==> src/rtl/core/wmal_pkg.sv <==
package wmal_pkg;

    localparam int NCH = 6;
    localparam int CH_BITS = 3;

    localparam logic [1:0] MODE_IDLE    = 2'd0;
    localparam logic [1:0] MODE_COLLECT = 2'd1;
    localparam logic [1:0] MODE_RUN     = 2'd2;
    localparam logic [1:0] MODE_SPARE   = 2'd3;

    localparam logic FUNC_SAMPLE = 1'b0;
    localparam logic FUNC_CLEAR  = 1'b1;

    localparam logic [0:0] REG_MODE  = 1'd0;
    localparam logic [0:0] REG_ALPHA = 1'd1;

    localparam logic [16:0] ALPHA_RESET = 17'd6554;
    localparam logic [16:0] ALPHA_ONE   = 17'd65536;

    typedef enum logic [2:0] {
        ST_IDLE,
        ST_READ,
        ST_UPDATE,
        ST_DIV_START,
        ST_DIV,
        ST_INTEG,
        ST_OUT
    } ctrl_state_t;

    typedef struct packed {
        logic clear;
        logic start;
        logic read_old;
        logic update;
        logic div_start;
        logic integ;
        logic next_ch;
        logic finish;
    } ctrl_cmd_t;

    typedef struct packed {
        logic div_done;
        logic last_ch;
    } ctrl_status_t;

endpackage

==> src/rtl/core/wmal_ctrl.sv <==
module wmal_ctrl (
    input  logic                  clk,
    input  logic                  rst_n,
    input  logic                  in_valid,
    output logic                  in_ready,
    input  logic                  func,
    input  logic [1:0]            mode,
    output logic                  out_valid,
    input  logic                  out_ready,
    output wmal_pkg::ctrl_cmd_t    cmd,
    input  wmal_pkg::ctrl_status_t status
);
    import wmal_pkg::*;

    ctrl_state_t state_reg, state_next;
    logic run_reg, run_next;
    logic out_valid_reg, out_valid_next;
    logic fire;
    logic active;

    assign fire = in_valid && in_ready;
    assign active = (mode == MODE_COLLECT) || (mode == MODE_RUN);
    assign out_valid = out_valid_reg;

    always_ff @(posedge clk or negedge rst_n)
    begin
        if (!rst_n)
        begin
            state_reg     <= ST_IDLE;
            run_reg       <= 1'b0;
            out_valid_reg <= 1'b0;
        end
        else
        begin
            state_reg     <= state_next;
            run_reg       <= run_next;
            out_valid_reg <= out_valid_next;
        end
    end

    always_comb
    begin
        state_next = state_reg;
        run_next   = run_reg;
        unique case (state_reg)
            ST_IDLE:
            begin
                if (fire && func == FUNC_SAMPLE && active)
                begin
                    state_next = ST_READ;
                    run_next   = (mode == MODE_RUN);
                end
            end
            ST_READ:      state_next = ST_UPDATE;
            ST_UPDATE:    state_next = run_reg ? ST_DIV_START : ST_IDLE;
            ST_DIV_START: state_next = ST_DIV;
            ST_DIV:       state_next = status.div_done ? ST_INTEG : ST_DIV;
            ST_INTEG:     state_next = status.last_ch ? ST_OUT : ST_DIV;
            ST_OUT:       state_next = (out_valid_reg && !out_ready) ? ST_OUT : ST_IDLE;
            default:      state_next = ST_IDLE;
        endcase
    end

    always_comb
    begin
        in_ready       = (state_reg == ST_IDLE);
        cmd            = '0;
        out_valid_next = out_valid_reg && !out_ready;
        unique case (state_reg)
            ST_IDLE:
            begin
                cmd.clear = fire && func == FUNC_CLEAR;
                cmd.start = fire && func == FUNC_SAMPLE && active;
            end
            ST_READ:      cmd.read_old = 1'b1;
            ST_UPDATE:    cmd.update = 1'b1;
            ST_DIV_START: cmd.div_start = 1'b1;
            ST_DIV:       ;
            ST_INTEG:
            begin
                cmd.integ     = 1'b1;
                cmd.next_ch   = 1'b1;
                cmd.div_start = !status.last_ch;
            end
            ST_OUT:
            begin
                if (!out_valid_reg || out_ready)
                begin
                    cmd.finish     = 1'b1;
                    out_valid_next = 1'b1;
                end
            end
            default: ;
        endcase
    end

endmodule

==> config.mk <==
export PLATFORM = sky130hd
export DESIGN_NAME = wmal_ctrl
export DESIGN_NICKNAME = d
export VERILOG_FILES = /design/src/rtl/core/wmal_pkg.sv /design/src/rtl/core/wmal_ctrl.sv
export SDC_FILE = /design/constraint.sdc
export NUM_CORES = 1
export LEC_CHECK = 0
export ABC_CLOCK_PERIOD_IN_PS = 2340
export BUFFER_PORTS_ARGS = -buffer_cell sky130_fd_sc_hd__buf_2
export CAP_MARGIN = 20
export CORE_AREA = 2 2 39 41
export DETAILED_ROUTE_END_ITERATION = 8
export DIE_AREA = 0 0 41 43
export HOLD_SLACK_MARGIN = 0.02
export SETUP_SLACK_MARGIN = 0.5
export SYNTH_ARGS = -nofsm -noshare
export SYNTH_HDL_FRONTEND = slang
export SYNTH_SLANG_ARGS = --single-unit
==> constraint.sdc <==
create_clock -name clk -period 2.34 [get_ports clk]
set_clock_uncertainty 0.15 [all_clocks]
set_input_delay 0.117 -clock clk [delete_from_list [all_inputs] [get_ports clk]]
set_output_delay 0.117 -clock clk [all_outputs]
set_load 0.01 [all_outputs]
* Yosys cells after proc, flatten, opt, wreduce, memory -nomap -nowiden
Index checks and enable logic that the tools add are counted.
Operators by class: eq/ne operators 9, multiplexer cells 15, bitwise operators 1, reduce and logical (&&, ||, !) cells 12
Operators by type and width (number):
- $pmux 3 s7 | 1
- $eq 3x3->1 const B | 3
- $mux 2 | 4
- $mux 1 | 7
- $eq 3x2->1 const B | 2
- $mux 3 | 2
- $logic_and 1x1->1 | 5
- $eq 3x1->1 const B | 1
- $logic_not 1->1 | 3
- $logic_not 3->1 | 1
- $eq 2x1->1 const B | 1
- $eq 2x2->1 const B | 1
- $logic_or 1x1->1 | 2
- $ne 2x1->1 const B | 1
- $pmux 1 s2 | 1
- $reduce_and 2->1 | 1
- $not 1->1 | 1
Storage, ports and cells: bits in registers 5, input bits 9, output and inout port bits 10, logic and storage cells 40

* Logic depth before layout (Yosys ltp)
Gate-level depths: netlist of run 1.
depth after elaboration 6, depth in mapped cells 5, mapped depth without buffers 5

* Worst setup path after synthesis of run 1
No wires, ideal clock.
path kind flip-flop to flip-flop, start register state_reg[1], end register run_reg, library setup time 125 ps, arrival time 1110 ps, data required time 2065 ps, path slack 955 ps, cell stages (with the launch flop) 4, path buffers 0, clock period less this slack 1385 ps, path through dfrtp_1 > nor3_4 > nand3_2 > mux2_4
On the way: longest elaborated chain between the ends 5
Ends and longest elaborated chain:
- start, declared | RTL line wmal_ctrl.sv:15 | ctrl_state_t state_reg, state_next;
- start signal, assigned | RTL line wmal_ctrl.sv:35 | state_reg <= state_next;
- $logic_not 3->1 (*) | RTL line wmal_ctrl.sv:66 | in_ready = (state_reg == ST_IDLE);
- net in_ready | RTL line wmal_ctrl.sv:5 | output logic in_ready,
- $logic_and 1x1->1 | RTL line wmal_ctrl.sv:21 | assign fire = in_valid && in_ready;
- $logic_and 1x1->1 (2 in a row) | RTL line wmal_ctrl.sv:48 | if (fire && func == FUNC_SAMPLE && active)
- $reduce_and 2->1 (no line) (*)
- end signal, assigned | RTL line wmal_ctrl.sv:36 | run_reg <= run_next;
- end, declared | RTL line wmal_ctrl.sv:16 | logic run_reg, run_next;
The timed path passes the listed nets; every way through them passes the cells marked *. A chain may end at the register's enable or synchronous reset.

==> impl_metrics.json, run 1 <==
{
  "worstReg2RegEnd": "run_reg",
  "synthTopCellsByArea": "dfrtp_1 (37%), and2b_2 (5.1%), nor3_4 (4.8%)",
  "syn_area_um2": 340,
  "cp.required_ns": 2.07,
  "grt_usage_pct": 10.8,
  "drtAntennaViolNets": 0,
  "async_flop_share_pct": 100,
  "largest_register_ffs": 3,
  "yosys-top-cells-count": "dfrtp_1 (5), nand2_1 (4), and2b_2 (2), inv_1 (2), nor3b_1 (2)",
  "syn_area_per_cell_um2": 9.72,
  "reg2reg_from": "state_reg[2]",
  "min_period_ns": 1.59,
  "syn_to_final_growth_pct": 45.2,
  "fin_crit_sh_pct": 68.0,
  "grt_setup_unrepaired": "false",
  "min_delay_path_depth": 3,
  "synth-seq-cells": 5,
  "rr_worst_depth": 3,
  "cp_slowest_cell": "dfrtp_1",
  "cts_setup_buffers": 0,
  "worstPathArrival_ns": 1.32,
  "setup_viol": 0,
  "yosysWarnings": 0,
  "cts-resized-gates": 0,
  "finalWeightedCongestion": 0.699,
  "grt_overflow_total": 0,
  "die_x_um": 41,
  "grt_pass1_vias": 302,
  "die-area_um2": 1760,
  "clock_sinks": 5,
  "core_area_um2": 1380,
  "pre_cts_ws_ns": 0.863,
  "vias": 334,
  "power_density_nw_per_um2": 976,
  "fp.dieH_um": 43,
  "synth_area_leader_cell": "dfrtp_1",
  "cp_max_fo": 11,
  "grt_pass1_wl_um": 1220,
  "synth_nets": 45,
  "first_pass_iters": 1,
  "path_buf_inv": 2,
  "std_cell_rows": 14,
  "holdBufCountCts": 3,
  "min_to": "state_reg[0]",
  "antenna_found_initial": 0,
  "final_layout_size_suffix_gt1_share_pct": 48.3,
  "nets": 69,
  "grt_start_max_net_pins": 12,
  "cp_cell_sequence": "nor3_4 > nand3_2 > inv_1 > buf_2",
  "hold_viol": 0,
  "n_fill_cell": 159,
  "clock_path_buffers": 2,
  "crit_type": "flip-flop to primary output",
  "crit_path_end_kind": "primary output",
  "drtIter0Drc": 0,
  "pin_count": 19,
  "yosysMostFrequentCell": "dfrtp_1",
  "clock.fmax_ghz": 0.628,
  "irDropWorstVdd_v": 0.000281,
  "htree_levels": 1,
  "synth_top_area_share_pct": 36.8,
  "fin_ws_ns": 0.748,
  "hold_path.class": "input pin to flip-flop",
  "hp-start": "in_valid",
  "instances_no_fill": 74,
  "initial_core_util_pct": 24.6,
  "synth_cells": 35,
  "via_per_inst": 4.51,
  "io_buffer_count": 18,
  "synth-edff-count": 0,
  "num_antenna_cells": 0,
  "path_clk_slew_ns": 0.05,
  "maxCapViolCount": 0,
  "drv_slew": 0,
  "cts_buffers": 3,
  "post_synth_num_cell_types": 25,
  "relSlewSlack_pct": 75.7,
  "dp.cells": 67,
  "post-dp-hpwl_um": 592,
  "worst_pin_slew_ns": 0.364,
  "power_uw": 482,
  "cp_top_family": "flip-flops",
  "clock_latency_ns": 0.24,
  "cts_tree": "yes",
  "drt-total-wl_um": 752,
  "start_kind": "flip-flop",
  "wl_per_cell_um": 10.2,
  "route.detailed.drc": 0,
  "seq_area_frac_synth_pct": 36.8,
  "p_leak_nw": 0.276,
  "synth_ff_type": "dfrtp_1",
  "slowest_delay_ns": 0.50,
  "status": "completed",
  "r2r_slack_ns": 0.87,
  "setup_tns_ns": 0,
  "clock_tree.root_cell": "clkbuf_4"
}
[worst max-delay path by stage]
stage	from	endpoint	slack (ns)	cells past startpoint
floorplan	state_reg[1]	run_reg	0.95	3
global placement	state_reg[2]	run_reg	0.90	3
detailed placement	state_reg[2]	run_reg	0.86	3
CTS	state_reg[2]	cmd[6]	0.72	4
global route	state_reg[2]	cmd[6]	0.63	4
finish	state_reg[2]	cmd[6]	0.75	4
[layer usage]
layer / wire length, µm / global-route usage [%]
met2: 383 / 14.7
met5: 0 / 0
met1: 320 / 12.4
met4: 0 / 10.0
met3: 48 / 3.66
[layout make-up]
type                            instances  area, µm²  share of cell area (%)
Clock buffer                            4       26.3                    5.32
Timing Repair Buffer                   21        120                    24.3
Inverter                                2       7.51                    1.52
Sequential cell                         5        125                    25.3
Tap cell                               16       20.0                    4.05
Multi-Input combinational cell         26        195                    39.5
[through the flow]
step           cell area [µm²]  hold slack [ns]  util (%)
4_1_cts                    494           0.0396      35.7
3_3_place_gp               438           -0.216      31.6
2_1_floorplan              340           -0.329         -
3_5_place_dp               438           -0.214      31.6
6_report                   494           0.0400      35.7
5_1_grt                    494           0.0718      35.7
[placed cells by master, fill, tap and decap left out, drive strengths merged, types with 2 or more instances in the layout]
master       instances
and2b                2
and3                 2
buf                 18
clkbuf               4
dfrtp                5
dlygate4sd3          3
inv                  2
nand2                4
nor2b                2
nor3b                2
[worst min-delay path: stages]
cell and delay [ns]:
buf_2 0.11, nand3_2 0.08, a31oi_1 0.07
[power by group]
part	leakage (nW)	switching, mW	total [mW]	internal [mW]
Combinational	0.194	0.0905	0.206	0.116
Clock	0.0150	0.0348	0.0993	0.0644
Sequential	0.0669	0.0600	0.177	0.117
[kinds of logic (layout without fill, tap and decap cells)]
group	count (synthesis)	in the layout	share of synthesized area [%]
AND/OR/NAND/NOR	18	18	37.1
flip-flops	5	5	36.8
AO/OA/AOI/OAI	6	6	12.1
multiplexers	1	1	4.41
buffers and inverters	4	27	5.88
adder cells (fa/ha/maj)	1	1	3.68
Note: power is estimated with default switching activity, not from simulation.
==> inputs of run 2 (changes only) <==
--- a/config.mk
+++ b/config.mk
@@ -5,7 +5,8 @@
 export SDC_FILE = /design/constraint.sdc
 export NUM_CORES = 1
 export LEC_CHECK = 0
-export ABC_CLOCK_PERIOD_IN_PS = 2340
+export ABC_AREA = 1
+export ABC_CLOCK_PERIOD_IN_PS = 1350
 export BUFFER_PORTS_ARGS = -buffer_cell sky130_fd_sc_hd__buf_2
 export CAP_MARGIN = 20
 export CORE_AREA = 2 2 39 41
==> constraint.sdc (replaced) <==
create_clock -name clk -period 1.35 [get_ports clk]
set_clock_uncertainty 0.15 [all_clocks]
set_input_delay 0.0675 -clock clk [delete_from_list [all_inputs] [get_ports clk]]
set_output_delay 0.0675 -clock clk [all_outputs]
set_load 0.01 [all_outputs]
==> run 2 against run 1 <==
The run now ends with negative hold slack, negative setup slack left. First-iteration DRC count rose by 2. Clock power rose by 76%. Critical path depth did not move. Register-to-register slack got worse by 0.86 ns. Worst hold slack got worse by 0.17 ns. Sequential power rose by 89%. Die area did not move. Wire length rose by 18%. Cell count rose by 26%. Via count rose by 22%.
==> impl_metrics.json, run 2 <==
{
  "status": "complete, but fails checks",
  "violations": "negative hold slack, negative setup slack",
  "htree_levels": 1,
  "relSlewSlack_pct": 83.4,
  "crit_type": "flip-flop to primary output",
  "grt_usage_pct": 12.7,
  "grt_pass1_vias": 364,
  "die_x_um": 41,
  "worstReg2RegEnd": "state_reg[0]",
  "synth-seq-cells": 5,
  "hp-start": "out_ready",
  "cp-startpoint": "state_reg[1]",
  "vias": 406,
  "pin_count": 19,
  "cts_tree": "yes",
  "synth_nets": 59,
  "post-dp-hpwl_um": 635,
  "min_delay_path_depth": 2,
  "synthTopCellsByArea": "dfrtp_1 (33%), nor2_4 (9.0%), inv_1 (8.0%)",
  "cp_max_fo": 6,
  "crit_path_end_kind": "primary output",
  "yosys-top-cells-count": "inv_1 (8), nand2_1 (6), dfrtp_1 (5)",
  "hold_path.class": "input pin to flip-flop",
  "drtAntennaViolNets": 0,
  "final_layout_size_suffix_gt1_share_pct": 66.2,
  "antenna_found_initial": 0,
  "num_antenna_cells": 0,
  "drt-total-wl_um": 888,
  "initial_core_util_pct": 27.0,
  "setup_viol": 6,
  "n_fill_cell": 141,
  "syn_area_um2": 374,
  "core_area_um2": 1380,
  "hold_viol": 4,
  "worstPathArrival_ns": 1.18,
  "grt_start_max_net_pins": 9,
  "largest_register_ffs": 3,
  "fin_ws_ns": -0.0442,
  "p_leak_nw": 0.336,
  "first_pass_iters": 2,
  "layout_common_cells": "buf_2 (15), nand2_1 (6), buf_6 (6)",
  "wl_per_cell_um": 9.55,
  "std_cell_rows": 14,
  "synth_top_area_share_pct": 33.4,
  "clock_path_buffers": 2,
  "clock_tree.root_cell": "clkbuf_4",
  "cp.required_ns": 1.13,
  "start_kind": "flip-flop",
  "route.detailed.drc": 0,
  "stdcell_area_um2": 642,
  "die-area_um2": 1760,
  "grt_overflow_total": 0,
  "grt_setup_unrepaired": "true",
  "cp_slowest_cell": "dfrtp_2",
  "io_buffer_count": 18,
  "clock_sinks": 5,
  "synth_cells": 49,
  "synth_ff_type": "dfrtp_1",
  "synth-edff-count": 0,
  "power_density_nw_per_um2": 1900,
  "min_period_ns": 1.39,
  "placed_area_um2": 480,
  "synth_area_leader_cell": "dfrtp_1",
  "syn_to_final_growth_pct": 71.6,
  "seq_area_frac_synth_pct": 33.4,
  "fin_crit_sh_pct": 103,
  "reg2reg_from": "state_reg[1]",
  "power_mw": 1.22,
  "drv_slew": 0,
  "setup_tns_ns": -0.136,
  "via_per_inst": 4.37,
  "cts_buffers": 3,
  "nets": 88,
  "clock_latency_ns": 0.25,
  "rr_worst_depth": 7,
  "syn_area_per_cell_um2": 7.63,
  "fp.dieH_um": 43,
  "r2r_slack_ns": 0.01,
  "worst_pin_slew_ns": 0.249,
  "finalWeightedCongestion": 0.719,
  "slowest_delay_ns": 0.48,
  "min_to": "out_valid",
  "grt_pass1_wl_um": 1460,
  "holdBufCountCts": 1,
  "clock.fmax_ghz": 0.717,
  "final_common_cell": "buf_2",
  "yosysWarnings": 0,
  "irDropWorstVdd_v": 0.000634,
  "async_flop_share_pct": 100,
  "holdWs_ns": -0.135,
  "maxCapViolCount": 0,
  "drtIter0Drc": 2,
  "yosysMostFrequentCell": "inv_1",
  "path_clk_slew_ns": 0.05,
  "cp_cell_sequence": "nor2_4 > nand2_2 > o21ai_2 > buf_2",
  "post_synth_num_cell_types": 18
}
==> run 2: power breakdown <==
group | total, mW | internal [mW] | switching (mW)
clock network | 0.175 | 0.107 | 0.0671
logic | 0.712 | 0.364 | 0.348
registers | 0.334 | 0.215 | 0.119
total | 1.22 | 0.686 | 0.535
==> run 2: per-stage QoR <==
| stage | hold slack (ns) | utilization, % | std cells | worst slack [ns] |
|---|---|---|---|---|
| 2_1_floorplan | -0.378 | - | 49 | 0.200 |
| 3_3_place_gp | -0.267 | 34.7 | 80 | 0.114 |
| 3_5_place_dp | -0.263 | 34.7 | 80 | 0.0905 |
| 4_1_cts | -0.138 | 43.0 | 91 | -0.0746 |
| 5_1_grt | -0.134 | 46.4 | 93 | -0.107 |
| 6_report | -0.135 | 46.4 | 93 | -0.0442 |
==> run 2: critical path: cells and delay by family (launching register included) <==
family	cells	cell delay [ns]
simple gates	2	0.21
buf+inv	1	0.13
flops	1	0.48
compound gates	1	0.10
==> run 2: worst max path at each step <==
stage,end,slack (ns)
after CTS,cmd[7],-0.07
after floorplan,state_reg[0],0.20
after global placement,cmd[6],0.11
after detailed placement,cmd[6],0.09
final,cmd[3],-0.04
after global routing,cmd[3],-0.11
==> run 2: cell type report <==
type                            instances  area (µm²)  share of cell area [%]
Multi-Input combinational cell         31         233                    36.3
Timing Repair Buffer                   27         190                    29.6
Sequential cell                         5         129                    20.1
Inverter                               10        42.5                    6.63
Clock buffer                            3        22.5                    3.51
Tap cell                               16        20.0                    3.12
Clock inverter                          1        5.00                   0.780
==> run 2: logic make-up after synthesis <==
kind of cell	count (synthesis)	synth area share (%)
AO/OA/AOI/OAI	5	7.69
adder cells (fa/ha/maj)	1	3.34
AND/OR/NAND/NOR	25	39.1
buffers and inverters	13	16.4
flip-flops	5	33.4
==> run 2: what timing repair did <==
action	CTS	global route
hold endpoints to repair	9	4
gates resized for setup	10	6
pin swaps	6	4
gates cloned	0	0
setup endpoints to repair	15	15
setup buffers	6	2
==> run 2: metal layers <==
metal	vias to the layer above	wire length (µm)	track usage, %
met5	-	0	0
li1	216	-	-
met4	0	0	10.0
met1	176	361	14.9
met2	14	477	18.4
met3	0	49	3.14
==> inputs of run 3 (changes only) <==
--- a/config.mk
+++ b/config.mk
@@ -13,6 +13,7 @@
 export DETAILED_ROUTE_END_ITERATION = 8
 export DIE_AREA = 0 0 41 43
 export HOLD_SLACK_MARGIN = 0.02
+export RECOVER_POWER = 25
 export SETUP_SLACK_MARGIN = 0.5
 export SYNTH_ARGS = -nofsm -noshare
 export SYNTH_HDL_FRONTEND = slang
==> run 3 against run 2 <==
The run still ends with negative hold slack, negative setup slack left. Wire length did not move. Via count grew 0.25%. Critical path type unchanged. Highest routed layer unchanged. Worst setup slack is essentially flat. Utilization down 0.091 points. Non-clock buffer count is the same. Critical path depth did not move. Flip-flop and latch count stayed put. Sequential share of layout area barely moved. Clock power barely moved. Global-route usage stayed put. Sequential power hardly changed. Largest cell class unchanged.
==> impl_metrics.json, run 3 (synthesized netlist as in run 2, its figures left out) <==
{
  "status": "complete, but fails checks",
  "violations": "negative hold slack, negative setup slack",
  "num_antenna_cells": 0,
  "grt_usage_pct": 12.7,
  "fp.dieH_um": 43,
  "die_x_um": 41,
  "first_pass_iters": 2,
  "final_common_cell": "buf_2",
  "clock_sinks": 5,
  "drtAntennaViolNets": 0,
  "drt-total-wl_um": 888,
  "htree_levels": 1,
  "clock_tree.root_cell": "clkbuf_4",
  "min_delay_path_depth": 2,
  "reg2reg_from": "state_reg[1]",
  "clock_path_buffers": 2,
  "initial_core_util_pct": 27.0,
  "fin_crit_sh_pct": 103,
  "drv_slew": 0,
  "cp_slowest_cell": "dfrtp_2",
  "grt_setup_unrepaired": "true",
  "die-area_um2": 1760,
  "vias": 407,
  "start_kind": "flip-flop",
  "path_clk_slew_ns": 0.05,
  "worst_pin_slew_ns": 0.280,
  "crit_type": "flip-flop to primary output",
  "grt_start_max_net_pins": 9,
  "hp-start": "out_ready",
  "post-dp-hpwl_um": 635,
  "n_fill_cell": 142,
  "antenna_found_initial": 0,
  "clock_latency_ns": 0.25,
  "maxCapViolCount": 0,
  "worstPathArrival_ns": 1.18,
  "p_leak_nw": 0.333,
  "grt_overflow_total": 0,
  "r2r_slack_ns": 0.01,
  "slowest_delay_ns": 0.48,
  "grt_pass1_vias": 364,
  "route.detailed.drc": 0,
  "cp_max_fo": 6,
  "min_period_ns": 1.39,
  "min_to": "out_valid",
  "relSlewSlack_pct": 81.3,
  "cts_buffers": 3,
  "grt_pass1_wl_um": 1460,
  "wl_per_cell_um": 9.55,
  "layout_common_cells": "buf_2 (14), nand2_1 (6), buf_6 (6)",
  "pin_count": 19,
  "via_per_inst": 4.38,
  "nets": 88,
  "clock.fmax_ghz": 0.717,
  "fin_ws_ns": -0.0442,
  "rr_worst_depth": 7,
  "path_buf_inv": 1,
  "holdBufCountCts": 1,
  "cp_cell_sequence": "nor2_4 > nand2_2 > o21ai_2 > buf_2",
  "final_layout_size_suffix_gt1_share_pct": 64.9,
  "cp-startpoint": "state_reg[1]",
  "io_buffer_count": 18,
  "crit_path_end_kind": "primary output",
  "largest_register_ffs": 3,
  "irDropWorstVdd_v": 0.000633,
  "worstReg2RegEnd": "state_reg[0]",
  "drtIter0Drc": 2,
  "core_area_um2": 1380,
  "holdWs_ns": -0.135,
  "hold_viol": 4,
  "cts_tree": "yes",
  "power_density_nw_per_um2": 1900,
  "multi_input_area_um2": 233,
  "std_cell_rows": 14,
  "cp.required_ns": 1.13,
  "utilization_pct": 46.3,
  "syn_to_final_growth_pct": 71.2,
  "seqCellArea_um2": 129,
  "power_mw": 1.22,
  "finalWeightedCongestion": 0.719,
  "hold_path.class": "input pin to flip-flop",
  "cp_top_family": "flip-flops",
  "setup_viol": 6,
  "pre_cts_ws_ns": 0.0905
}
run 3: how the worst max path moves through the flow:
stage                   end  slack [ns]  cells after the start
2_1_floorplan  state_reg[0]        0.20                      5
3_3_place_gp         cmd[6]        0.11                      4
3_5_place_dp         cmd[6]        0.09                      4
4_1_cts              cmd[7]       -0.07                      4
5_1_grt              cmd[3]       -0.11                      4
6_report             cmd[3]       -0.04                      4
run 3: worst register-to-register path: cells and delay by family, from the launching register on:
| kind | cells | cell delay (ns) |
|---|---|---|
| DFF | 1 | 0.48 |
| buffers and inverters | 4 | 0.41 |
| and+or+nand+nor | 3 | 0.20 |
run 3: final cells by class:
| class | count | share of cell area (%) |
|---|---|---|
| Timing Repair Buffer | 27 | 29.5 |
| Clock inverter | 1 | 0.781 |
| Multi-Input combinational cell | 31 | 36.3 |
| Inverter | 10 | 6.64 |
| Tap cell | 16 | 3.13 |
| Clock buffer | 3 | 3.52 |
| Sequential cell | 5 | 20.1 |
run 3: routing by layer:
layer  vias to the layer above  routed length, µm  share of wire, %  track usage, %
li1                        217                  -                 -               -
met1                       176                362                41            14.9
met2                        14                475                53            18.4
met3                         0                 49               5.5            3.14
met4                         0                  0                 0            10.0
met5                         -                  0                 0               0
run 3: per-stage QoR:
stage                     area (µm²)  instances  hold WS [ns]  setup TNS [ns]
after floorplan                  404         49        -0.378               0
after global placement           480         80        -0.267               0
after detailed placement         480         80        -0.263               0
after CTS                        596         91        -0.138          -0.247
after global routing             641         93        -0.134          -0.722
final                            641         93        -0.135          -0.136
run 3: report_power, final:
| part | total (mW) | leakage, nW | switching (mW) | internal [mW] |
|---|---|---|---|---|
| Sequential | 0.334 | 0.0615 | 0.119 | 0.215 |
| Combinational | 0.711 | 0.254 | 0.348 | 0.363 |
| Clock | 0.175 | 0.0177 | 0.0671 | 0.107 |
| Total | 1.22 | 0.333 | 0.535 | 0.686 |
run 3: repair_timing:
item	in CTS	in global routing
pin swaps	6	4
endpoints found under the hold margin	9	4
endpoints found under the setup margin	15	15
buffers inserted	6	2
resized for setup	10	6
